[config.mk]
export PLATFORM = sky130hd
export DESIGN_NAME = grid_shape_chooser_core
export DESIGN_NICKNAME = d
export VERILOG_FILES = /design/src/hdl/gsc_pkg.sv /design/src/hdl/grid_shape_chooser_core.sv
export SDC_FILE = /design/constraint.sdc
export NUM_CORES = 2
export LEC_CHECK = 0
export BUFFER_PORTS_ARGS = -buffer_cell sky130_fd_sc_hd__clkbuf_2
export CORE_UTILIZATION = 60
export DETAILED_ROUTE_END_ITERATION = 10
export PLACE_DENSITY = 0.77
export SLEW_MARGIN = 20
export SYNTH_ARGS = -nofsm -noshare
export SYNTH_HDL_FRONTEND = slang
export SYNTH_SLANG_ARGS = --single-unit
[constraint.sdc]
create_clock -name clk -period 16.8 [get_ports clk]
set_clock_uncertainty 0.05 [all_clocks]
set_input_delay 5.04 -clock clk [delete_from_list [all_inputs] [get_ports clk]]
set_output_delay 5.04 -clock clk [all_outputs]
set_load 0.03 [all_outputs]
[src/hdl/gsc_pkg.sv]
`default_nettype none

package gsc_pkg;

  localparam int CNT_W  = 13;                   // cell counts, columns, rows
  localparam int DIM_W  = 14;                   // area dimensions in pixels
  localparam int ERR_W  = 27;                   // |W*rows - H*cols|
  localparam int TOT_W  = 2 * CNT_W;            // cols * rows
  localparam int PROD_W = ERR_W + CNT_W;        // shared multiplier result
  localparam int STEP_W = 4;                    // divider step counter

  localparam logic [CNT_W-1:0]  MAX_CELLS = CNT_W'(4096);
  localparam logic [DIM_W-1:0]  MAX_DIM   = DIM_W'(8192);
  localparam logic [STEP_W-1:0] DIV_LAST  = STEP_W'(CNT_W - 1);

  // mode and status codes of the item fields
  localparam logic MODE_NEAR      = 1'b0;
  localparam logic MODE_EXACT     = 1'b1;
  localparam logic STATUS_OK      = 1'b0;
  localparam logic STATUS_INVALID = 1'b1;

  typedef struct packed {
    logic [CNT_W-1:0] target_count;
    logic [DIM_W-1:0] area_width;
    logic [DIM_W-1:0] area_height;
    logic             mode;
  } req_item_t;

  typedef struct packed {
    logic [CNT_W-1:0] grid_cols;
    logic [CNT_W-1:0] grid_rows;
    logic [CNT_W-1:0] total_cells;
    logic             status;
  } rsp_item_t;

  typedef enum logic [4:0] {
    S_IDLE,
    S_SQ,
    S_SQ_TEST,
    S_DIV_INIT,
    S_DIV,
    S_CAND,
    S_NR_MUL,
    S_NR_TEST,
    S_MUL_WR,
    S_MUL_HC,
    S_ERR,
    S_MUL_LHS,
    S_MUL_RHS,
    S_MUL_TOT,
    S_DECIDE,
    S_NEXT,
    S_FINISH
  } state_t;

endpackage

`default_nettype wire

[src/hdl/grid_shape_chooser_core.sv]
`default_nettype none

// Grid shape chooser: takes a target cell count, an area width and height and a
// mode, and returns the column and row counts whose cells come closest to
// square, judged by |W*rows - H*cols| / (H*cols) compared exactly through
// cross products. Exact mode (mode = 1) tries divisor pairs d x n/d of the count,
// each in both orientations; near mode (mode = 0) tries every column count with
// rows rounded up and breaks ties by the smaller total. A zero or out-of-range
// input gives status 1 with zero fields. One item at a time: req_ready is high
// only while the sequencer is idle, and a finished result waits in the output
// register so the next item can be taken before it is read. All work runs
// through one registered 27x13 multiplier and a one-bit-per-cycle divider under
// a small sequencer. Near mode lowers the row count for each column count while
// one less row still covers the count. Exact mode divides by each d with
// d*d <= target_count and scores each pair that divides evenly. An invalid item
// goes straight to the finish state.

module grid_shape_chooser_core (
  input  wire                 clk,
  input  wire                 rst,
  input  wire                 req_valid,
  output logic                req_ready,
  input  wire gsc_pkg::req_item_t req,
  output logic                rsp_valid,
  input  wire                 rsp_ready,
  output gsc_pkg::rsp_item_t  rsp
);

  gsc_pkg::state_t state, state_next;

  // latched item
  logic [gsc_pkg::CNT_W-1:0]  n;
  logic [gsc_pkg::DIM_W-1:0]  w;
  logic [gsc_pkg::DIM_W-1:0]  h;
  logic                       exact;
  logic                       bad;

  // candidate and loop control
  logic [gsc_pkg::CNT_W-1:0]  k;          // column count (near) or divisor (exact)
  logic [gsc_pkg::CNT_W-1:0]  cols;
  logic [gsc_pkg::CNT_W-1:0]  rows;
  logic                       orient;     // exact mode: swapped pair under test

  // divider
  logic [gsc_pkg::CNT_W-1:0]  rem;
  logic [gsc_pkg::CNT_W-1:0]  quo;
  logic [gsc_pkg::STEP_W-1:0] step;
  logic [gsc_pkg::CNT_W:0]    div_trial;
  logic                       div_ge;

  // shared multiplier and error path
  logic [gsc_pkg::ERR_W-1:0]  mul_a;
  logic [gsc_pkg::CNT_W-1:0]  mul_b;
  logic [gsc_pkg::PROD_W-1:0] prod;
  logic [gsc_pkg::ERR_W-1:0]  p1;
  logic [gsc_pkg::ERR_W-1:0]  err;
  logic [gsc_pkg::PROD_W-1:0] lhs;
  logic [gsc_pkg::PROD_W-1:0] rhs;

  // best so far
  logic                       have_best;
  logic [gsc_pkg::CNT_W-1:0]  best_cols;
  logic [gsc_pkg::CNT_W-1:0]  best_rows;
  logic [gsc_pkg::ERR_W-1:0]  best_err;
  logic [gsc_pkg::TOT_W-1:0]  best_tot;

  logic                       req_fire;
  logic                       req_bad;
  logic                       take;
  logic                       rsp_load;

  assign req_fire = req_valid && req_ready;

  assign req_bad = (req.target_count == '0) || (req.target_count > gsc_pkg::MAX_CELLS) ||
                   (req.area_width == '0)   || (req.area_width > gsc_pkg::MAX_DIM) ||
                   (req.area_height == '0)  || (req.area_height > gsc_pkg::MAX_DIM);

  // restoring divider, one quotient bit per cycle
  assign div_trial = {rem, quo[gsc_pkg::CNT_W-1]};
  assign div_ge    = div_trial >= {1'b0, k};

  // first candidate, strictly better error, or equal error and smaller total in near mode
  assign take = !have_best || (lhs < rhs) ||
                ((lhs == rhs) && !exact && (prod[gsc_pkg::TOT_W-1:0] < best_tot));

  assign rsp_load = (state == gsc_pkg::S_FINISH) && (!rsp_valid || rsp_ready);

  // next state
  always_comb begin
    state_next = state;
    case (state)
      gsc_pkg::S_IDLE: begin
        if (req_fire) begin
          if (req_bad) begin
            state_next = gsc_pkg::S_FINISH;
          end else if (req.mode == gsc_pkg::MODE_EXACT) begin
            state_next = gsc_pkg::S_SQ;
          end else begin
            state_next = gsc_pkg::S_NR_MUL;
          end
        end
      end
      gsc_pkg::S_SQ:       state_next = gsc_pkg::S_SQ_TEST;
      gsc_pkg::S_SQ_TEST: begin
        if (prod > gsc_pkg::PROD_W'(n)) begin
          state_next = gsc_pkg::S_FINISH;
        end else begin
          state_next = gsc_pkg::S_DIV_INIT;
        end
      end
      gsc_pkg::S_DIV_INIT: state_next = gsc_pkg::S_DIV;
      gsc_pkg::S_DIV: begin
        if (step == gsc_pkg::DIV_LAST) begin
          state_next = gsc_pkg::S_CAND;
        end
      end
      gsc_pkg::S_CAND: begin
        if (rem != '0) begin
          state_next = gsc_pkg::S_NEXT;
        end else begin
          state_next = gsc_pkg::S_MUL_WR;
        end
      end
      gsc_pkg::S_NR_MUL:   state_next = gsc_pkg::S_NR_TEST;
      gsc_pkg::S_NR_TEST: begin
        if (prod >= gsc_pkg::PROD_W'(n)) begin
          state_next = gsc_pkg::S_NR_MUL;
        end else begin
          state_next = gsc_pkg::S_MUL_WR;
        end
      end
      gsc_pkg::S_MUL_WR:   state_next = gsc_pkg::S_MUL_HC;
      gsc_pkg::S_MUL_HC:   state_next = gsc_pkg::S_ERR;
      gsc_pkg::S_ERR:      state_next = gsc_pkg::S_MUL_LHS;
      gsc_pkg::S_MUL_LHS:  state_next = gsc_pkg::S_MUL_RHS;
      gsc_pkg::S_MUL_RHS:  state_next = gsc_pkg::S_MUL_TOT;
      gsc_pkg::S_MUL_TOT:  state_next = gsc_pkg::S_DECIDE;
      gsc_pkg::S_DECIDE: begin
        if (exact && !orient) begin
          state_next = gsc_pkg::S_MUL_WR;
        end else begin
          state_next = gsc_pkg::S_NEXT;
        end
      end
      gsc_pkg::S_NEXT: begin
        if (exact) begin
          state_next = gsc_pkg::S_SQ;
        end else if (k == n) begin
          state_next = gsc_pkg::S_FINISH;
        end else begin
          state_next = gsc_pkg::S_NR_MUL;
        end
      end
      gsc_pkg::S_FINISH: begin
        if (rsp_load) begin
          state_next = gsc_pkg::S_IDLE;
        end
      end
      default:             state_next = gsc_pkg::S_IDLE;
    endcase
  end

  // outputs: handshake and multiplier operand select
  always_comb begin
    req_ready = (state == gsc_pkg::S_IDLE);
    mul_a     = '0;
    mul_b     = '0;
    case (state)
      gsc_pkg::S_SQ: begin
        mul_a = gsc_pkg::ERR_W'(k);
        mul_b = k;
      end
      gsc_pkg::S_NR_MUL: begin
        mul_a = gsc_pkg::ERR_W'(cols);
        mul_b = rows - gsc_pkg::CNT_W'(1);
      end
      gsc_pkg::S_MUL_WR: begin
        mul_a = gsc_pkg::ERR_W'(w);
        mul_b = rows;
      end
      gsc_pkg::S_MUL_HC: begin
        mul_a = gsc_pkg::ERR_W'(h);
        mul_b = cols;
      end
      gsc_pkg::S_MUL_LHS: begin
        mul_a = err;
        mul_b = best_cols;
      end
      gsc_pkg::S_MUL_RHS: begin
        mul_a = best_err;
        mul_b = cols;
      end
      gsc_pkg::S_MUL_TOT: begin
        mul_a = gsc_pkg::ERR_W'(cols);
        mul_b = rows;
      end
      default: begin
        mul_a = '0;
        mul_b = '0;
      end
    endcase
  end

  // control registers
  always_ff @(posedge clk) begin
    if (rst) begin
      state     <= gsc_pkg::S_IDLE;
      have_best <= 1'b0;
      rsp_valid <= 1'b0;
    end else begin
      state <= state_next;
      if (req_fire) begin
        have_best <= 1'b0;
      end else if (state == gsc_pkg::S_DECIDE && take) begin
        have_best <= 1'b1;
      end
      if (rsp_load) begin
        rsp_valid <= 1'b1;
      end else if (rsp_ready) begin
        rsp_valid <= 1'b0;
      end
    end
  end

  // datapath registers
  always_ff @(posedge clk) begin
    prod <= gsc_pkg::PROD_W'(mul_a) * gsc_pkg::PROD_W'(mul_b);
    case (state)
      gsc_pkg::S_IDLE: begin
        if (req_fire) begin
          n      <= req.target_count;
          w      <= req.area_width;
          h      <= req.area_height;
          exact  <= (req.mode == gsc_pkg::MODE_EXACT);
          bad    <= req_bad;
          k      <= gsc_pkg::CNT_W'(1);
          cols   <= gsc_pkg::CNT_W'(1);
          rows   <= req.target_count;   // ceil(n / 1)
          orient <= 1'b0;
        end
      end
      gsc_pkg::S_DIV_INIT: begin
        rem  <= '0;
        quo  <= n;
        step <= '0;
      end
      gsc_pkg::S_DIV: begin
        rem  <= div_ge ? gsc_pkg::CNT_W'(div_trial - {1'b0, k})
                       : div_trial[gsc_pkg::CNT_W-1:0];
        quo  <= {quo[gsc_pkg::CNT_W-2:0], div_ge};
        step <= step + gsc_pkg::STEP_W'(1);
      end
      gsc_pkg::S_CAND: begin
        cols   <= k;
        rows   <= quo;
        orient <= 1'b0;
      end
      gsc_pkg::S_NR_TEST: begin
        // rows still covers n with one less row: step down
        if (prod >= gsc_pkg::PROD_W'(n)) begin
          rows <= rows - gsc_pkg::CNT_W'(1);
        end
      end
      gsc_pkg::S_MUL_HC: begin
        p1 <= prod[gsc_pkg::ERR_W-1:0];
      end
      gsc_pkg::S_ERR: begin
        err <= (p1 > prod[gsc_pkg::ERR_W-1:0]) ? p1 - prod[gsc_pkg::ERR_W-1:0]
                                               : prod[gsc_pkg::ERR_W-1:0] - p1;
      end
      gsc_pkg::S_MUL_RHS: begin
        lhs <= prod;
      end
      gsc_pkg::S_MUL_TOT: begin
        rhs <= prod;
      end
      gsc_pkg::S_DECIDE: begin
        if (take) begin
          best_cols <= cols;
          best_rows <= rows;
          best_err  <= err;
          best_tot  <= prod[gsc_pkg::TOT_W-1:0];
        end
        // exact mode: offer the swapped pair next
        if (exact && !orient) begin
          cols   <= rows;
          rows   <= cols;
          orient <= 1'b1;
        end
      end
      gsc_pkg::S_NEXT: begin
        k    <= k + gsc_pkg::CNT_W'(1);
        cols <= k + gsc_pkg::CNT_W'(1);
      end
      default: begin
      end
    endcase
    if (rsp_load) begin
      if (bad || !have_best) begin
        rsp.grid_cols   <= '0;
        rsp.grid_rows   <= '0;
        rsp.total_cells <= '0;
        rsp.status      <= gsc_pkg::STATUS_INVALID;
      end else begin
        rsp.grid_cols   <= best_cols;
        rsp.grid_rows   <= best_rows;
        rsp.total_cells <= best_tot[gsc_pkg::CNT_W-1:0];
        rsp.status      <= gsc_pkg::STATUS_OK;
      end
    end
  end

`ifndef SYNTHESIS
  // near mode rows are the rounded-up quotient once the row search settles
  a_near_rows_ceil: assert property (@(posedge clk) disable iff (rst)
    (state == gsc_pkg::S_MUL_WR && !exact && !bad) |->
      ((gsc_pkg::TOT_W'(cols) * gsc_pkg::TOT_W'(rows) >= gsc_pkg::TOT_W'(n)) &&
       (gsc_pkg::TOT_W'(cols) * gsc_pkg::TOT_W'(rows - gsc_pkg::CNT_W'(1)) <
        gsc_pkg::TOT_W'(n))))
    else $error("near mode row count is not ceil(n / cols)");

  // divider remainder stays below the divisor
  a_div_rem: assert property (@(posedge clk) disable iff (rst)
    (state == gsc_pkg::S_CAND) |-> (rem < k))
    else $error("divider remainder not below divisor");

  // a chosen grid reports its own cell count
  a_rsp_total: assert property (@(posedge clk) disable iff (rst)
    (rsp_valid && (rsp.status == gsc_pkg::STATUS_OK)) |->
      (rsp.total_cells ==
       gsc_pkg::CNT_W'(gsc_pkg::TOT_W'(rsp.grid_cols) * gsc_pkg::TOT_W'(rsp.grid_rows))))
    else $error("total_cells does not match grid_cols * grid_rows");

  // a result leaves the output register only when taken
  a_rsp_drop: assert property (@(posedge clk) disable iff (rst)
    $fell(rsp_valid) |-> $past(rsp_ready))
    else $error("result dropped without handshake");
`endif

endmodule

`default_nettype wire
Word level (Yosys, flattened, before mapping)
Index checks and enable logic that the tools add are counted.
- eq/ne operators: 24
- $lt $le $gt $ge: 9
- $add $sub $neg: 6
- reduce and logical (&&, ||, !) cells: 41
- multipliers: 1
- div/mod/pow operators: 0
- multiplexer cells: 33
- shifts and indexed selects: 0
- bitwise operators: 0
- operators with widths (cell ; number):
    $pmux W27 S6 ; 1
    $pmux W13 S4 ; 2
    $pmux W5 S17 ; 1
    $mux W13 ; 6
    $pmux W13 S2 ; 3
    $pmux W13 S5 ; 1
    $sub A27 B27 Y27 ; 2
    $eq A40 B40 Y1 ; 1
    $eq A5 B4 Y1 const B ; 8
    $ge A40 B13 Y1 ; 1
    $gt A40 B13 Y1 ; 1
    $lt A40 B40 Y1 ; 1
    $mul A27 B13 Y40 ; 1
    $mux W5 ; 7
    $gt A14 B14 Y1 const B ; 2
    $logic_not A14 Y1 ; 2
    $gt A27 B27 Y1 ; 1
    $mux W27 ; 1
    $lt A26 B26 Y1 ; 1
    $eq A5 B3 Y1 const B ; 4
    $ge A14 B13 Y1 ; 1
    $add A13 B1 Y13 const B ; 1
    $eq A13 B13 Y1 ; 1
    $gt A13 B13 Y1 const B ; 1
    other kinds (27) ; 63
- bits in read-only memories: 0
- output and inout port bits: 42
- latch bits: 0
- word-level logic and storage cells: 142
- RAM bits: 0
- memories: 0
- input bits: 46
- register bits: 413

Longest topological paths before layout
- word-level depth: 9
- mapped depth: 31
- gate-level depth less buffers: 30

Worst setup path after synthesis
Ideal clock, no wire load.
- kind: reg2reg
- from: reg state[1]
- to: reg prod[39] (netlist bit)
- cell stages (with the launch flop): 27
- library setup time: 0.120 ns
- path buffers: 2
- setup slack: 8.277 ns
- arrival: 8.354 ns
- data required time: 16.630 ns
- clock period less this slack: 8.523 ns
- cells stage by stage: dfxtp_1 > nand2b_1 > buf_2 > nor2_1 > nor2_1 > o211a_1 > o21ai_1 > buf_2 > nand2_1 > fa_1 > fa_1 > inv_1 > fa_1 > fa_1 > inv_1 > fa_1 > inv_1 > ha_1 > and3_1 > and2_1 > a221o_1 > a211o_1 > a221oi_2 > o21ai_1 > nand2_1 > o21ai_1 > a211o_1
- word-level cells in the longest chain between the ends: 4
- elaborated cells on any way between the ends: 13
- classes of those cells: mul: 1; eq/ne: 7; mux: 2; reduce/logical: 3
- RTL lines (what ; line ; text):
    start, declared ; grid_shape_chooser_core.sv:29 ; gsc_pkg::state_t state, state_next;
    start signal, assigned ; grid_shape_chooser_core.sv:207 ; state <= gsc_pkg::S_IDLE;
    start signal, assigned ; grid_shape_chooser_core.sv:211 ; state <= state_next;
    $eq A5 B4 Y1 / $eq A5 B3 Y1 (equally long branches) ; grid_shape_chooser_core.sv:168 ; case (state)
    $reduce_or A2 Y1 (no source line) ; n/a ;
    $pmux W27 S6 / $pmux W13 S5 (equally long branches) ; grid_shape_chooser_core.sv:168 ;
    $mul A27 B13 Y40 * ; grid_shape_chooser_core.sv:227 ; prod <= gsc_pkg::PROD_W'(mul_a) * gsc_pkg::PROD_W'(mul_b);
    end signal, assigned ; grid_shape_chooser_core.sv:227 ;
    end, declared ; grid_shape_chooser_core.sv:54 ; logic [gsc_pkg::PROD_W-1:0] prod;
Every way passes the cells marked *; elsewhere a longest branch is shown, timed or not.
A chain may end at the register's enable or synchronous reset.

Worst setup path after layout
- from: reg state[0]
- to: reg prod[38] (netlist bit)
The elaborated chain is that of the path after synthesis.

==> impl_metrics.env <==
export IMPL_syn_avg_cell_area_um2=10.4
export IMPL_n_fill_cell=3992
export IMPL_gr_total_overflow=0
export IMPL_clock_latency_ns=0.61
export IMPL_crit_type="register to register"
export IMPL_power_density_mw_per_mm2=71.3
export IMPL_nets=3630
export IMPL_portBuffers=87
export IMPL_grt_pass1_wl_mm=137
export IMPL_total_leakage_power_nw=15.2
export IMPL_cts_path_max_buffers=3
export IMPL_drc=0
export IMPL_synthArstFlopShare=0
export IMPL_syn_nets=3587
export IMPL_area_delta_synth_final_pct=8.24
export IMPL_drt_total_wl_mm=87.9
export IMPL_multiInputGateArea_mm2=0.0174
export IMPL_via_count=23500
export IMPL_status="finished, final reports clean"
export IMPL_yosysSeqAreaShare=0.377
export IMPL_maxSlewViolCount=0
export IMPL_post_cts_resize_count=0
export IMPL_startpoint_type="register"
export IMPL_design_portCount=88
export IMPL_rows=83
export IMPL_core_mm2=0.0517
export IMPL_wl_per_cell_um=23.2
export IMPL_synth_compound_area_share=0.115
export IMPL_synthXorXnorAreaFrac=0.0288
export IMPL_syn_instance_count=3030
export IMPL_synth_edf_count=366
export IMPL_synth_area_mm2=0.0316
export IMPL_seq_area_mm2=0.0119
export IMPL_critPathRequiredTime_ns=17.24
export IMPL_cts_tree="yes"
export IMPL_drive_above_1_share=0.0811
export IMPL_clk_pin_slew_worst_paths_ns=0.07
export IMPL_finalHoldViolCount=0
export IMPL_grt_pass1_vias=24000
export IMPL_fin_util=0.662
export IMPL_synthSimpleGateAreaFrac=0.124
export IMPL_yosys_area_share_adder=0.268
export IMPL_htree_levels=2
export IMPL_die_area_mm2=0.0537
export IMPL_cts_made_buffers=44
export IMPL_die_h_um=232
export IMPL_final_common_cell="inv_1"
export IMPL_max_slew_worst_pin_slew_ns=1.18
export IMPL_rrSetupSlack_ns=7.36
export IMPL_via_per_inst=6.20
export IMPL_rsz0062_at_grt="false"
export IMPL_place_congestion=0.999
export IMPL_min_period_over_period=0.562
export IMPL_final_cell_mix="inv_1, edfxtp_1, nand2_1"
export IMPL_grt_antenna_before_repair=2
export IMPL_cts_root_buf="clkbuf_16"
export IMPL_fmax_mhz=106
export IMPL_end_kind="register"
export IMPL_hp_class="register to register"
export IMPL_post_cts_buffers=0
export IMPL_peakVddDrop_uv=79.1
export IMPL_drv_cap=0
export IMPL_grt_max_degree=62
export IMPL_period_minus_slack_ns=9.44
export IMPL_synth_top_family_by_area="adder cells"
export IMPL_synth_seq_cells=413
export IMPL_ant_nets=0
export IMPL_die_x_um=232
export IMPL_crit_fanout=43
export IMPL_n_antenna_cell=0
export IMPL_dp_hpwl_mm=66.5
export IMPL_setup_violations=0
export IMPL_muxShareOfSynthArea=0.0120
export IMPL_worst_ep_arrival_time_ns=9.89
export IMPL_drt_iter0_drc=2798
export IMPL_initial_core_util=0.612
export IMPL_yosysUniqueCellTypes=86
export IMPL_grt_usage=0.337
export IMPL_hold_buffers=0
export IMPL_fin_tns_setup_ns=0
export IMPL_ys_warn_count=0
export IMPL_drt_pass1_iter_count=9
export IMPL_clkSinkCount=413
export IMPL_ys_flop_type="edfxtp_1"
export IMPL_max_slew_margin=0.209
[worst max-delay path: stages (launching register included)]
cell	delay [ns]
dfxtp_1	0.73
nand2b_1	0.37
nor2_4	0.15
buf_4	0.52
or2_0	0.83
a22oi_1	0.27
nand2_1	0.78
nand2_1	0.18
fa_1	0.56
inv_1	0.06
fa_1	0.49
fa_1	0.51
inv_1	0.05
fa_1	0.46
fa_1	0.54
inv_1	0.05
ha_1	0.34
o21ai_0	0.12
o21ai_0	0.35
and4_1	0.31
o21bai_1	0.13
a211oi_1	0.45
a21oi_1	0.21
o41ai_1	0.51
a21oi_1	0.15
xnor2_1	0.13
[report_power, final]
part	total (mW)	switching, mW	internal (mW)	leakage [nW]
registers	1.23	0.0635	1.16	3.74
clock network	1.02	0.429	0.588	0.730
logic	0.196	0.133	0.0633	10.7
total	2.44	0.625	1.82	15.2
[Yosys cell counts, drive strengths merged (57+ instances only)]
cell    number  area share
a21o        62       0.015
and2        57       0.011
a21oi      132       0.021
clkbuf      63      0.0075
fa         278        0.18
nor2       214       0.026
xnor2       65       0.018
o21ai       87       0.014
inv        480       0.057
ha         233       0.092
edfxtp     366        0.35
nand2      325       0.039
buf         62       0.011
[area by class of cell]
cell class / count / share of cell area
tap: 680 / 0.0248
inverter: 480 / 0.0526
clock buffer: 54 / 0.0347
timing repair buffer: 122 / 0.0208
multi-input combinational: 2012 / 0.509
sequential: 413 / 0.348
clock inverter: 25 / 0.00917
[metrics by stage]
stage	cell area [µm²]	power (mW)	worst slack, ns	std cells	hold WS (ns)
after floorplan	31600	1.34	8.28	3030	0.374
after global placement	32700	1.43	7.80	3706	0.390
after detailed placement	32700	1.43	7.56	3706	0.397
after CTS	34200	2.44	7.53	3785	0.412
after global routing	34200	2.50	6.86	3786	0.431
final	34200	2.44	7.36	3786	0.410
[state kept, by name (all words and copies together) (netlist names), 4 cells and up]
register and flops:
step 4, best_cols 13, err 27, state 5, best_rows 13, best_tot 26
best_err 27, cols 13, w 14, rem 13, lhs 40, h 14
quo 13, rsp 40, k 13, p1 27, rows 13, rhs 40
prod 40, n 13
[cells by family after synthesis]
group	count (synthesis)
AO/OA/AOI/OAI	513
XOR/XNOR	104
adder cells (fa/ha/maj)	511
buffers and inverters	605
flip-flops	413
multiplexers	36
AND/OR/NAND/NOR	848
[path summary, 6_finish.rpt]
kind | start | end | cells past startpoint
worst max-delay path | state[0] | prod[38] | 25
worst min-delay path | err[21] | best_err[21] | 0
worst max register to register | state[0] | prod[38] | 25
worst min register to register | err[21] | best_err[21] | 0
[per-layer routing]
metal,vias to the layer above,track usage,routed length (µm)
li1,10400,-,-
met1,11600,0.459,35200
met2,1303,0.519,39700
met3,202,0.0803,9530
met4,0,0.137,3470
met5,-,0,0
(Power assumes the default switching activity.)
